--- src/sv/dsa_pkg.sv ---
// ---------------------------------------------------------------------------
// Daily step accumulator package
// Shared constants, controller/datapath handshake types and calendar helpers.
// ---------------------------------------------------------------------------
package dsa_pkg;

  // Sizes of the history and the counters
  localparam int HISTORY_DAYS = 7;
  localparam int SHOWN_DAYS   = 7;
  localparam int COUNT_BITS   = 24;
  localparam int OUT_W        = 24;
  localparam int RAW_W        = 32;
  localparam int TIME_W       = 64;
  localparam int YEAR_W       = 12;
  localparam int YDAY_W       = 9;
  localparam int KEY_W        = YEAR_W + YDAY_W;
  localparam int DN_W         = 24;
  localparam int CNT_W        = $clog2(HISTORY_DAYS + 1);

  localparam logic [TIME_W-1:0]     SAVE_INTERVAL_MS = TIME_W'(5 * 60 * 1000);
  localparam logic [COUNT_BITS-1:0] COUNT_MAX        = '1;

  // Reciprocal of 100 scaled by 2^19, exact for 12-bit inputs
  localparam int DIV100_MUL   = 5243;
  localparam int DIV100_SHIFT = 19;
  localparam int DIV100_PW    = YEAR_W + 13;

  // Controller states
  typedef enum logic [2:0] {
    ST_IDLE,
    ST_COUNT,
    ST_DATE,
    ST_SHIFT,
    ST_SAVE,
    ST_OUT
  } state_t;

  // Controller to datapath
  typedef struct packed {
    logic capture;
    logic count_upd;
    logic date_upd;
    logic shift_step;
    logic save_chk;
    logic load_out;
  } cmd_t;

  // Datapath to controller
  typedef struct packed {
    logic roll;
    logic shift_last;
    logic out_free;
  } stat_t;

  // floor(v / 100) by multiply and shift
  function automatic logic [YEAR_W-1:0] div100(input logic [YEAR_W-1:0] v);
    logic [DIV100_PW-1:0] prod;
    prod = DIV100_PW'(v) * DIV100_PW'(DIV100_MUL);
    return YEAR_W'(prod >> DIV100_SHIFT);
  endfunction

  // Day number of a {year, day-of-year} key, Gregorian leap rule
  function automatic logic signed [DN_W-1:0] day_number(input logic [KEY_W-1:0] key);
    logic [YEAR_W-1:0]      y;
    logic [YEAR_W-1:0]      q;
    logic [YEAR_W-1:0]      leaps;
    logic [YDAY_W-1:0]      d;
    logic signed [DN_W-1:0] p;
    y     = key[KEY_W-1:YDAY_W];
    d     = key[YDAY_W-1:0];
    p     = $signed(DN_W'(y)) - $signed(DN_W'(1));
    q     = (y == '0) ? '0 : y - YEAR_W'(1);
    leaps = (q >> 2) - div100(q) + div100(q >> 2);
    return p * $signed(DN_W'(365)) + $signed(DN_W'(leaps)) + $signed(DN_W'(d));
  endfunction

endpackage

--- src/sv/daily_step_accumulator_top.sv ---
// ---------------------------------------------------------------------------
// Daily step accumulator
// Folds raw pedometer counts into today's steps and a seven-day history,
// rolls days by the Gregorian calendar and paces save requests.
// ---------------------------------------------------------------------------
//  Channel | Handshake            | Payload
//  --------+----------------------+---------------------------------------------
//  in      | in_valid / in_ready  | cmd, raw_steps, time_valid, cal_year,
//          |                      | year_day, uptime_ms
//  out     | out_valid / out_ready| today_steps, date_known, hist_day1..7,
//          |                      | save_request
//
//  Sequence: capture, count, date, save and output states; a roll inserts
//  one history shift state per day of gap (1 to HISTORY_DAYS) before save.
//  Reset: synchronous; clears counts, day key, history and save marks.
//  Stalls: the result sits in an output register; a new request is taken
//  while it waits, and the controller holds before loading the next result.
// ---------------------------------------------------------------------------
module daily_step_accumulator_top (
  input  logic                                clk,
  input  logic                                rst,
  input  logic                                in_valid,
  output logic                                in_ready,
  input  logic                                cmd,
  input  logic [dsa_pkg::RAW_W-1:0]           raw_steps,
  input  logic                                time_valid,
  input  logic [dsa_pkg::YEAR_W-1:0]          cal_year,
  input  logic [dsa_pkg::YDAY_W-1:0]          year_day,
  input  logic [dsa_pkg::TIME_W-1:0]          uptime_ms,
  output logic                                out_valid,
  input  logic                                out_ready,
  output logic [dsa_pkg::OUT_W-1:0]           today_steps,
  output logic                                date_known,
  output logic [dsa_pkg::OUT_W-1:0]           hist_day1,
  output logic [dsa_pkg::OUT_W-1:0]           hist_day2,
  output logic [dsa_pkg::OUT_W-1:0]           hist_day3,
  output logic [dsa_pkg::OUT_W-1:0]           hist_day4,
  output logic [dsa_pkg::OUT_W-1:0]           hist_day5,
  output logic [dsa_pkg::OUT_W-1:0]           hist_day6,
  output logic [dsa_pkg::OUT_W-1:0]           hist_day7,
  output logic                                save_request
);

  dsa_pkg::cmd_t           ctrl_cmd;
  dsa_pkg::stat_t          dp_stat;
  logic [dsa_pkg::OUT_W-1:0] hist_day [dsa_pkg::SHOWN_DAYS];

  // Sequencer
  dsa_ctrl u_ctrl (
    .clk      (clk),
    .rst      (rst),
    .in_valid (in_valid),
    .in_ready (in_ready),
    .stat     (dp_stat),
    .cmd_o    (ctrl_cmd)
  );

  // Datapath
  dsa_datapath u_dp (
    .clk          (clk),
    .rst          (rst),
    .cmd_i        (ctrl_cmd),
    .stat         (dp_stat),
    .cmd          (cmd),
    .raw_steps    (raw_steps),
    .time_valid   (time_valid),
    .cal_year     (cal_year),
    .year_day     (year_day),
    .uptime_ms    (uptime_ms),
    .out_valid    (out_valid),
    .out_ready    (out_ready),
    .today_steps  (today_steps),
    .date_known   (date_known),
    .hist_day     (hist_day),
    .save_request (save_request)
  );

  // History ports
  assign hist_day1 = hist_day[0];
  assign hist_day2 = hist_day[1];
  assign hist_day3 = hist_day[2];
  assign hist_day4 = hist_day[3];
  assign hist_day5 = hist_day[4];
  assign hist_day6 = hist_day[5];
  assign hist_day7 = hist_day[6];

endmodule

--- src/sv/dsa_ctrl.sv ---
// ---------------------------------------------------------------------------
// Daily step accumulator controller
// Sequences one request through count, date, history shift, save and output.
// ---------------------------------------------------------------------------
module dsa_ctrl (
  input  logic           clk,
  input  logic           rst,
  input  logic           in_valid,
  output logic           in_ready,
  input  dsa_pkg::stat_t stat,
  output dsa_pkg::cmd_t  cmd_o
);

  dsa_pkg::state_t state;
  dsa_pkg::state_t state_next;

  // State register
  always_ff @(posedge clk) begin
    if (rst) begin
      state <= dsa_pkg::ST_IDLE;
    end else begin
      state <= state_next;
    end
  end

  // Next state and commands
  always_comb begin
    state_next = state;
    cmd_o      = '0;
    in_ready   = 1'b0;
    unique case (state)
      dsa_pkg::ST_IDLE: begin
        in_ready = 1'b1;
        if (in_valid) begin
          cmd_o.capture = 1'b1;
          state_next    = dsa_pkg::ST_COUNT;
        end
      end
      dsa_pkg::ST_COUNT: begin
        cmd_o.count_upd = 1'b1;
        state_next      = dsa_pkg::ST_DATE;
      end
      dsa_pkg::ST_DATE: begin
        cmd_o.date_upd = 1'b1;
        state_next     = stat.roll ? dsa_pkg::ST_SHIFT : dsa_pkg::ST_SAVE;
      end
      dsa_pkg::ST_SHIFT: begin
        cmd_o.shift_step = 1'b1;
        if (stat.shift_last) begin
          state_next = dsa_pkg::ST_SAVE;
        end
      end
      dsa_pkg::ST_SAVE: begin
        cmd_o.save_chk = 1'b1;
        state_next     = dsa_pkg::ST_OUT;
      end
      dsa_pkg::ST_OUT: begin
        // wait until the previous result has been taken
        if (stat.out_free) begin
          cmd_o.load_out = 1'b1;
          state_next     = dsa_pkg::ST_IDLE;
        end
      end
      default: begin
        state_next = dsa_pkg::ST_IDLE;
      end
    endcase
  end

endmodule

--- src/sv/dsa_datapath.sv ---
// ---------------------------------------------------------------------------
// Daily step accumulator datapath
// Step count, day key, history shift line, save pacing and output register.
// ---------------------------------------------------------------------------
module dsa_datapath (
  input  logic                                clk,
  input  logic                                rst,
  input  dsa_pkg::cmd_t                       cmd_i,
  output dsa_pkg::stat_t                      stat,
  input  logic                                cmd,
  input  logic [dsa_pkg::RAW_W-1:0]           raw_steps,
  input  logic                                time_valid,
  input  logic [dsa_pkg::YEAR_W-1:0]          cal_year,
  input  logic [dsa_pkg::YDAY_W-1:0]          year_day,
  input  logic [dsa_pkg::TIME_W-1:0]          uptime_ms,
  output logic                                out_valid,
  input  logic                                out_ready,
  output logic [dsa_pkg::OUT_W-1:0]           today_steps,
  output logic                                date_known,
  output logic [dsa_pkg::OUT_W-1:0]           hist_day [dsa_pkg::SHOWN_DAYS],
  output logic                                save_request
);

  // Block state
  logic                               started;
  logic [dsa_pkg::RAW_W-1:0]          raw_base;
  logic [dsa_pkg::COUNT_BITS-1:0]     today_count;
  logic [dsa_pkg::KEY_W-1:0]          day_key;
  logic [dsa_pkg::COUNT_BITS-1:0]     history [dsa_pkg::HISTORY_DAYS];
  logic [dsa_pkg::TIME_W-1:0]         saved_time;
  logic [dsa_pkg::COUNT_BITS-1:0]     saved_count;
  logic [dsa_pkg::KEY_W-1:0]          saved_key;

  // Per-request working registers
  logic                               clear_req;
  logic [dsa_pkg::RAW_W-1:0]          raw_r;
  logic                               tv_r;
  logic [dsa_pkg::KEY_W-1:0]          key_r;
  logic [dsa_pkg::TIME_W-1:0]         now_r;
  logic signed [dsa_pkg::DN_W-1:0]    dn_new;
  logic signed [dsa_pkg::DN_W-1:0]    dn_old;
  logic [dsa_pkg::CNT_W-1:0]          shift_cnt;
  logic                               shift_first;
  logic                               saved_flag;

  // Combinational helpers
  logic [dsa_pkg::RAW_W-1:0]          base_eff;
  logic [dsa_pkg::RAW_W-1:0]          raw_diff;
  logic [dsa_pkg::RAW_W:0]            count_sum;
  logic [dsa_pkg::COUNT_BITS-1:0]     count_sat;
  logic signed [dsa_pkg::DN_W-1:0]    gap;
  logic [dsa_pkg::CNT_W-1:0]          shift_load;
  logic                               save_due;
  logic                               save_chg;
  logic [dsa_pkg::OUT_W-1:0]          hist_view [dsa_pkg::SHOWN_DAYS];

  // Raw counter growth, saturating add
  always_comb begin
    base_eff  = started ? raw_base : raw_r;
    raw_diff  = raw_r - base_eff;
    count_sum = (dsa_pkg::RAW_W + 1)'(today_count) + (dsa_pkg::RAW_W + 1)'(raw_diff);
    count_sat = (count_sum > (dsa_pkg::RAW_W + 1)'(dsa_pkg::COUNT_MAX))
              ? dsa_pkg::COUNT_MAX : count_sum[dsa_pkg::COUNT_BITS-1:0];
  end

  // Day gap clamped to 1..HISTORY_DAYS shifts
  always_comb begin
    gap = dn_new - dn_old;
    if (gap < $signed(dsa_pkg::DN_W'(1))) begin
      shift_load = dsa_pkg::CNT_W'(1);
    end else if (gap >= $signed(dsa_pkg::DN_W'(dsa_pkg::HISTORY_DAYS))) begin
      shift_load = dsa_pkg::CNT_W'(dsa_pkg::HISTORY_DAYS);
    end else begin
      shift_load = gap[dsa_pkg::CNT_W-1:0];
    end
  end

  // Save pacing
  assign save_chg = (today_count != saved_count) || (day_key != saved_key);
  assign save_due = (now_r - saved_time) >= dsa_pkg::SAVE_INTERVAL_MS;

  // Status to controller
  assign stat.roll       = tv_r && (day_key != '0) && (key_r > day_key);
  assign stat.shift_last = (shift_cnt == dsa_pkg::CNT_W'(1));
  assign stat.out_free   = !out_valid || out_ready;

  // History as shown: days past the history depth read zero
  for (genvar i = 0; i < dsa_pkg::SHOWN_DAYS; i++) begin : g_view
    if (i < dsa_pkg::HISTORY_DAYS) begin : g_have
      assign hist_view[i] = dsa_pkg::OUT_W'(history[i]);
    end else begin : g_none
      assign hist_view[i] = '0;
    end
  end

  // Request capture, day numbers and output load, no reset needed
  always_ff @(posedge clk) begin
    if (cmd_i.capture) begin
      clear_req <= cmd;
      raw_r     <= raw_steps;
      tv_r      <= time_valid;
      key_r     <= {cal_year, year_day};
      now_r     <= uptime_ms;
    end
    if (cmd_i.count_upd) begin
      dn_new <= dsa_pkg::day_number(key_r);
      dn_old <= dsa_pkg::day_number(day_key);
    end
    if (cmd_i.load_out) begin
      today_steps  <= dsa_pkg::OUT_W'(today_count);
      date_known   <= (day_key != '0);
      hist_day     <= hist_view;
      save_request <= saved_flag;
    end
  end

  // Block state and sequencing registers
  always_ff @(posedge clk) begin
    if (rst) begin
      started     <= 1'b0;
      raw_base    <= '0;
      today_count <= '0;
      day_key     <= '0;
      for (int i = 0; i < dsa_pkg::HISTORY_DAYS; i++) begin
        history[i] <= '0;
      end
      saved_time  <= '0;
      saved_count <= '0;
      saved_key   <= '0;
      shift_cnt   <= '0;
      shift_first <= 1'b0;
      saved_flag  <= 1'b0;
      out_valid   <= 1'b0;
    end else begin
      if (cmd_i.capture) begin
        saved_flag <= 1'b0;
      end

      // first request sets the base; then fold in raw growth
      if (cmd_i.count_upd) begin
        if (!started) begin
          saved_time  <= now_r;
          saved_count <= today_count;
          saved_key   <= day_key;
          started     <= 1'b1;
        end
        if (raw_r > base_eff) begin
          today_count <= count_sat;
        end
        raw_base <= raw_r;
      end

      // adopt the date, or take a backwards clock, or arm a roll
      if (cmd_i.date_upd && tv_r) begin
        if (day_key == '0) begin
          day_key <= key_r;
        end else if (key_r < day_key) begin
          day_key <= key_r;
        end
        if (stat.roll) begin
          shift_cnt   <= shift_load;
          shift_first <= 1'b1;
        end
      end

      // one history shift per cycle; the last one closes the day
      if (cmd_i.shift_step) begin
        for (int i = dsa_pkg::HISTORY_DAYS - 1; i > 0; i--) begin
          history[i] <= history[i-1];
        end
        history[0]  <= shift_first ? today_count : '0;
        shift_first <= 1'b0;
        shift_cnt   <= shift_cnt - dsa_pkg::CNT_W'(1);
        if (stat.shift_last) begin
          today_count <= '0;
          day_key     <= key_r;
          saved_time  <= now_r;
          saved_count <= '0;
          saved_key   <= key_r;
          saved_flag  <= 1'b1;
        end
      end

      // periodic save and clear-today command
      if (cmd_i.save_chk) begin
        if (clear_req) begin
          today_count <= '0;
          saved_time  <= now_r;
          saved_count <= '0;
          saved_key   <= day_key;
          saved_flag  <= 1'b1;
        end else if (save_chg && save_due) begin
          saved_time  <= now_r;
          saved_count <= today_count;
          saved_key   <= day_key;
          saved_flag  <= 1'b1;
        end
      end

      // output register
      if (cmd_i.load_out) begin
        out_valid <= 1'b1;
      end else if (out_ready) begin
        out_valid <= 1'b0;
      end
    end
  end

  // Checks
  a_shift_cnt_live: assert property (@(posedge clk) disable iff (rst)
    cmd_i.shift_step |-> (shift_cnt != '0))
    else $error("history shift with empty shift count");

  a_no_overwrite: assert property (@(posedge clk) disable iff (rst)
    cmd_i.load_out |-> (!out_valid || out_ready))
    else $error("pending result overwritten");

  a_load_shows: assert property (@(posedge clk) disable iff (rst)
    cmd_i.load_out |=> out_valid)
    else $error("loaded result not presented");

  a_started_sticks: assert property (@(posedge clk) disable iff (rst)
    started |=> started)
    else $error("started flag dropped");

  a_roll_saves: assert property (@(posedge clk) disable iff (rst)
    (cmd_i.shift_step && stat.shift_last) |=> (saved_flag && (today_count == '0)))
    else $error("day roll did not clear and save");

endmodule
--- config.mk ---
export PLATFORM = sky130hd
export DESIGN_NAME = daily_step_accumulator_top
export DESIGN_NICKNAME = d
export VERILOG_FILES = /design/src/sv/dsa_pkg.sv /design/src/sv/daily_step_accumulator_top.sv /design/src/sv/dsa_ctrl.sv /design/src/sv/dsa_datapath.sv
export SDC_FILE = /design/constraint.sdc
export NUM_CORES = 2
export LEC_CHECK = 0
export BUFFER_PORTS_ARGS = -buffer_cell sky130_fd_sc_hd__buf_4
export CORE_MARGIN = 4
export CORE_UTILIZATION = 45
export DETAILED_ROUTE_END_ITERATION = 7
export SETUP_SLACK_MARGIN = 0.1
export SLEW_MARGIN = 10
export SYNTH_ARGS = -nofsm -noshare
export SYNTH_HDL_FRONTEND = slang
export SYNTH_SLANG_ARGS = --single-unit
export TNS_END_PERCENT = 1
--- constraint.sdc ---
create_clock -name clk -period 22.3 [get_ports clk]
set_input_delay 1.115 -clock clk [delete_from_list [all_inputs] [get_ports clk]]
set_output_delay 1.115 -clock clk [all_outputs]
set_load 0.02 [all_outputs]
==> qor.csv <==
stage;metric;value;unit
timing;worst slew pin tran;1.16;ns
synthesis;sequential area share after synthesis;0.397;
floorplanning;Starting Density;0.456;
global_routing;global-route wire length before repair;200000;um
synthesis;Post-synth EDFFs;529;
layout;fin area;56500;sq um
synthesis;Seq cells post-synth;725;
timing;min Tclk post-route;14.12;ns
flow_run;max cap viols;0;
place;area post-placement;53800;sq um
setup_path;CP max stage cell;fa_1;
place;hpwl dp;98300;um
clock_network;Worst-Skew Late Latency;0.69;ns
synthesis;ys flop type;edfxtp_1;
layout;Fillers;9899;
worst_hold_path;Hold/Removal Path Class;flop to flop;
detailed_routing;via count;35400;
worst_hold_path;Hold Path End;u_dp.hist_day[13];
timing;period utilization;0.633;
clock_network;Post-CTS Resized;0;
layout;multi-input logic area;26900;sq um
timing;RSZ-0062 raised after global routing;false;
timing;final setup TNS;0;ns
setup_path;crit end category;flop;
clock_network;CTS Sinks;725;
timing;Max transition margin;0.228;
place;I/O Buffers;318;
detailed_routing;initial drt markers;2358;
setup_path;Crit Path Category;flop to flop;
layout;nets;5957;
detailed_routing;DRC viols;0;
timing;setup violators final;0;
timing;Post-Route Skew;0.0610;ns
status;status;finished clean;
floorplanning;Top Ports;319;
layout;P&R area growth vs syn;13.2;%
synthesis;Mapped Area;50000;sq um
worst_hold_path;hold_sp;u_dp.history[6][13];
clock_network;CTS root buf;clkbuf_16;
setup_path;most used cell, CP;inv_1;
synthesis;asr flop ratio synth;0;
worst_hold_path;Worst Hold Path Cells;0;
clock_network;total CTS buffers;83;
setup_path;crit start category;flop;
floorplanning;die extent in x;341;um
clock_network;cts-stage hold buffer count;0;
synthesis;top cells by count, synth;703 x inv_1, 529 x edfxtp_1, 525 x ha_1;
synthesis;synthesized area per cell;10.4;sq um
setup_path;Max FO, Critical Path;15;
synthesis;YS warnings;0;
floorplanning;core area;109000;sq um
detailed_routing;WL/cell;19.5;um
timing;max frequency;70.8;MHz
timing;final hold vios;0;
synthesis;Post-Syn Instances;4800;
detailed_routing;Initial DRT Pass Iterations;7;
setup_path;cell family with most CP delay;adder cells;
layout;sequential cell area;19800;sq um
layout;layout cell share with drive strength beyond 1;0.109;
setup_path;CP bufs+invs;12;
detailed_routing;Vias/cell;5.36;
synthesis;synth unique cells;91;
clock_network;Post-CTS Setup Repair Bufs;0;
clock_network;worst-case clock buffer depth;3;
clock_network;Worst-path clk slew;0.06;ns
detailed_routing;final wirelength;129000;um
clock_network;H-tree depth;3;
detailed_routing;antenna-violating nets left;0;
setup_path;reg2reg start;u_dp.key_r[9];
global_routing;pin count of the biggest net entering global routing;185;
floorplanning;die height;341;um
setup_path;FF-to-FF setup slack;8.18;ns
global_routing;initial antenna violation count;2;
place;GP Congestion;0.892;
floorplanning;die footprint;116000;sq um
synthesis;most common cell in the synthesized netlist;inv_1;
timing;Final Slew Violations;0;
floorplanning;site row count;121;
global_routing;All-Layer GR Usage;0.218;
synthesis;Syn Nets;5696;
global_routing;vias in the first global route;34800;
setup_path;WP data required;22.69;ns
clock_network;CTS tree;yes;
setup_path;worst reg-to-reg path cell count;56;
synthesis;top cell type's share of synthesized area;0.318;
synthesis;area leader, netlist;edfxtp_1;
global_routing;Overflow after GRT;0;
synthesis;top cells by area in the synthesized netlist;edfxtp_1 32%, ha_1 13%, fa_1 9.9%;
setup_path;slowest stage delay, CP;0.59;ns
setup_path;crit path DAT;14.51;ns
setup_path;worst r2r dst;u_dp.dn_new[22];
[final cells by class]
cell class,instances,share of cell area
antenna,1,0.0000443
clock buffer,105,0.0387
clock inverter,50,0.0106
inverter,707,0.0471
multi-input combinational,3203,0.475
sequential,725,0.350
tap,1476,0.0327
timing repair buffer,341,0.0455
[metal layers]
metal,vias up,share of wire,GRT usage
met5,-,0.000093,0
li1,17200,-,-
met2,795,0.48,0.365
met3,150,0.044,0.0273
met4,2,0.025,0.0605
met1,17200,0.45,0.298
[registers in the layout (all words and copies together), names as in the netlist, 24 cells and up]
name and cells:
u_dp.hist_day 168, u_dp.history 168, u_dp.now_r 64, u_dp.saved_time 64, u_dp.raw_base 32, u_dp.raw_r 32
u_dp.dn_new 24, u_dp.dn_old 24, u_dp.saved_count 24, u_dp.today_count 24, u_dp.today_steps 24
[logic make-up after synthesis]
kind of cell	after synthesis	synth area share
fa+ha+maj	773	0.231
xor+xnor	244	0.0428
buf+inv	872	0.0671
compound gates	877	0.118
flops	725	0.397
simple gates	1159	0.115
mux	150	0.0301
[worst max-delay path by stage]
stage	startpoint	to	slack, ns	depth (start not counted)
after global routing	u_dp.key_r[9]	u_dp.dn_new[22]	6.83	56
after detailed placement	u_dp.key_r[9]	u_dp.dn_new[22]	8.17	56
after global placement	u_dp.key_r[9]	u_dp.dn_new[22]	8.34	58
after CTS	u_dp.key_r[9]	u_dp.dn_new[22]	8.12	58
final	u_dp.key_r[9]	u_dp.dn_new[22]	8.18	56
after floorplan	u_dp.key_r[9]	u_dp.dn_new[22]	8.33	57
[per-stage QoR]
step	instances	util	hold WS [ns]	worst slack (ns)
floorplan	4800	-	0.400	8.33
global placement	6452	0.491	0.401	8.34
detailed placement	6452	0.491	0.405	8.17
CTS	6607	0.517	0.400	8.12
global route	6607	0.517	0.416	6.83
finish	6608	0.517	0.405	8.18
[layout by cell type, fill, tap and decap left out, types with 52 or more instances in the layout]
| cell | synthesis | final |
|---|---|---|
| nand4_1 | 60 | 60 |
| and3_1 | 170 | 170 |
| nor2_1 | 218 | 216 |
| inv_1 | 703 | 703 |
| nand3_1 | 62 | 62 |
| xor2_1 | 107 | 107 |
| nand2_1 | 370 | 369 |
| buf_4 | 1 | 340 |
| nor3_1 | 54 | 54 |
| mux2i_1 | 147 | 147 |
| fa_1 | 248 | 248 |
| a21o_1 | 113 | 113 |
| dfxtp_1 | 196 | 195 |
| edfxtp_1 | 529 | 529 |
| o21ai_0 | 155 | 154 |
| xnor2_1 | 137 | 137 |
| nor4_1 | 53 | 52 |
| ha_1 | 525 | 525 |
| a21oi_1 | 270 | 269 |
| clkbuf_16 | 0 | 83 |
Power is left out: the tool's default activity adds up to more than one toggle a clock period on the data nets, which glitch-free logic cannot reach.
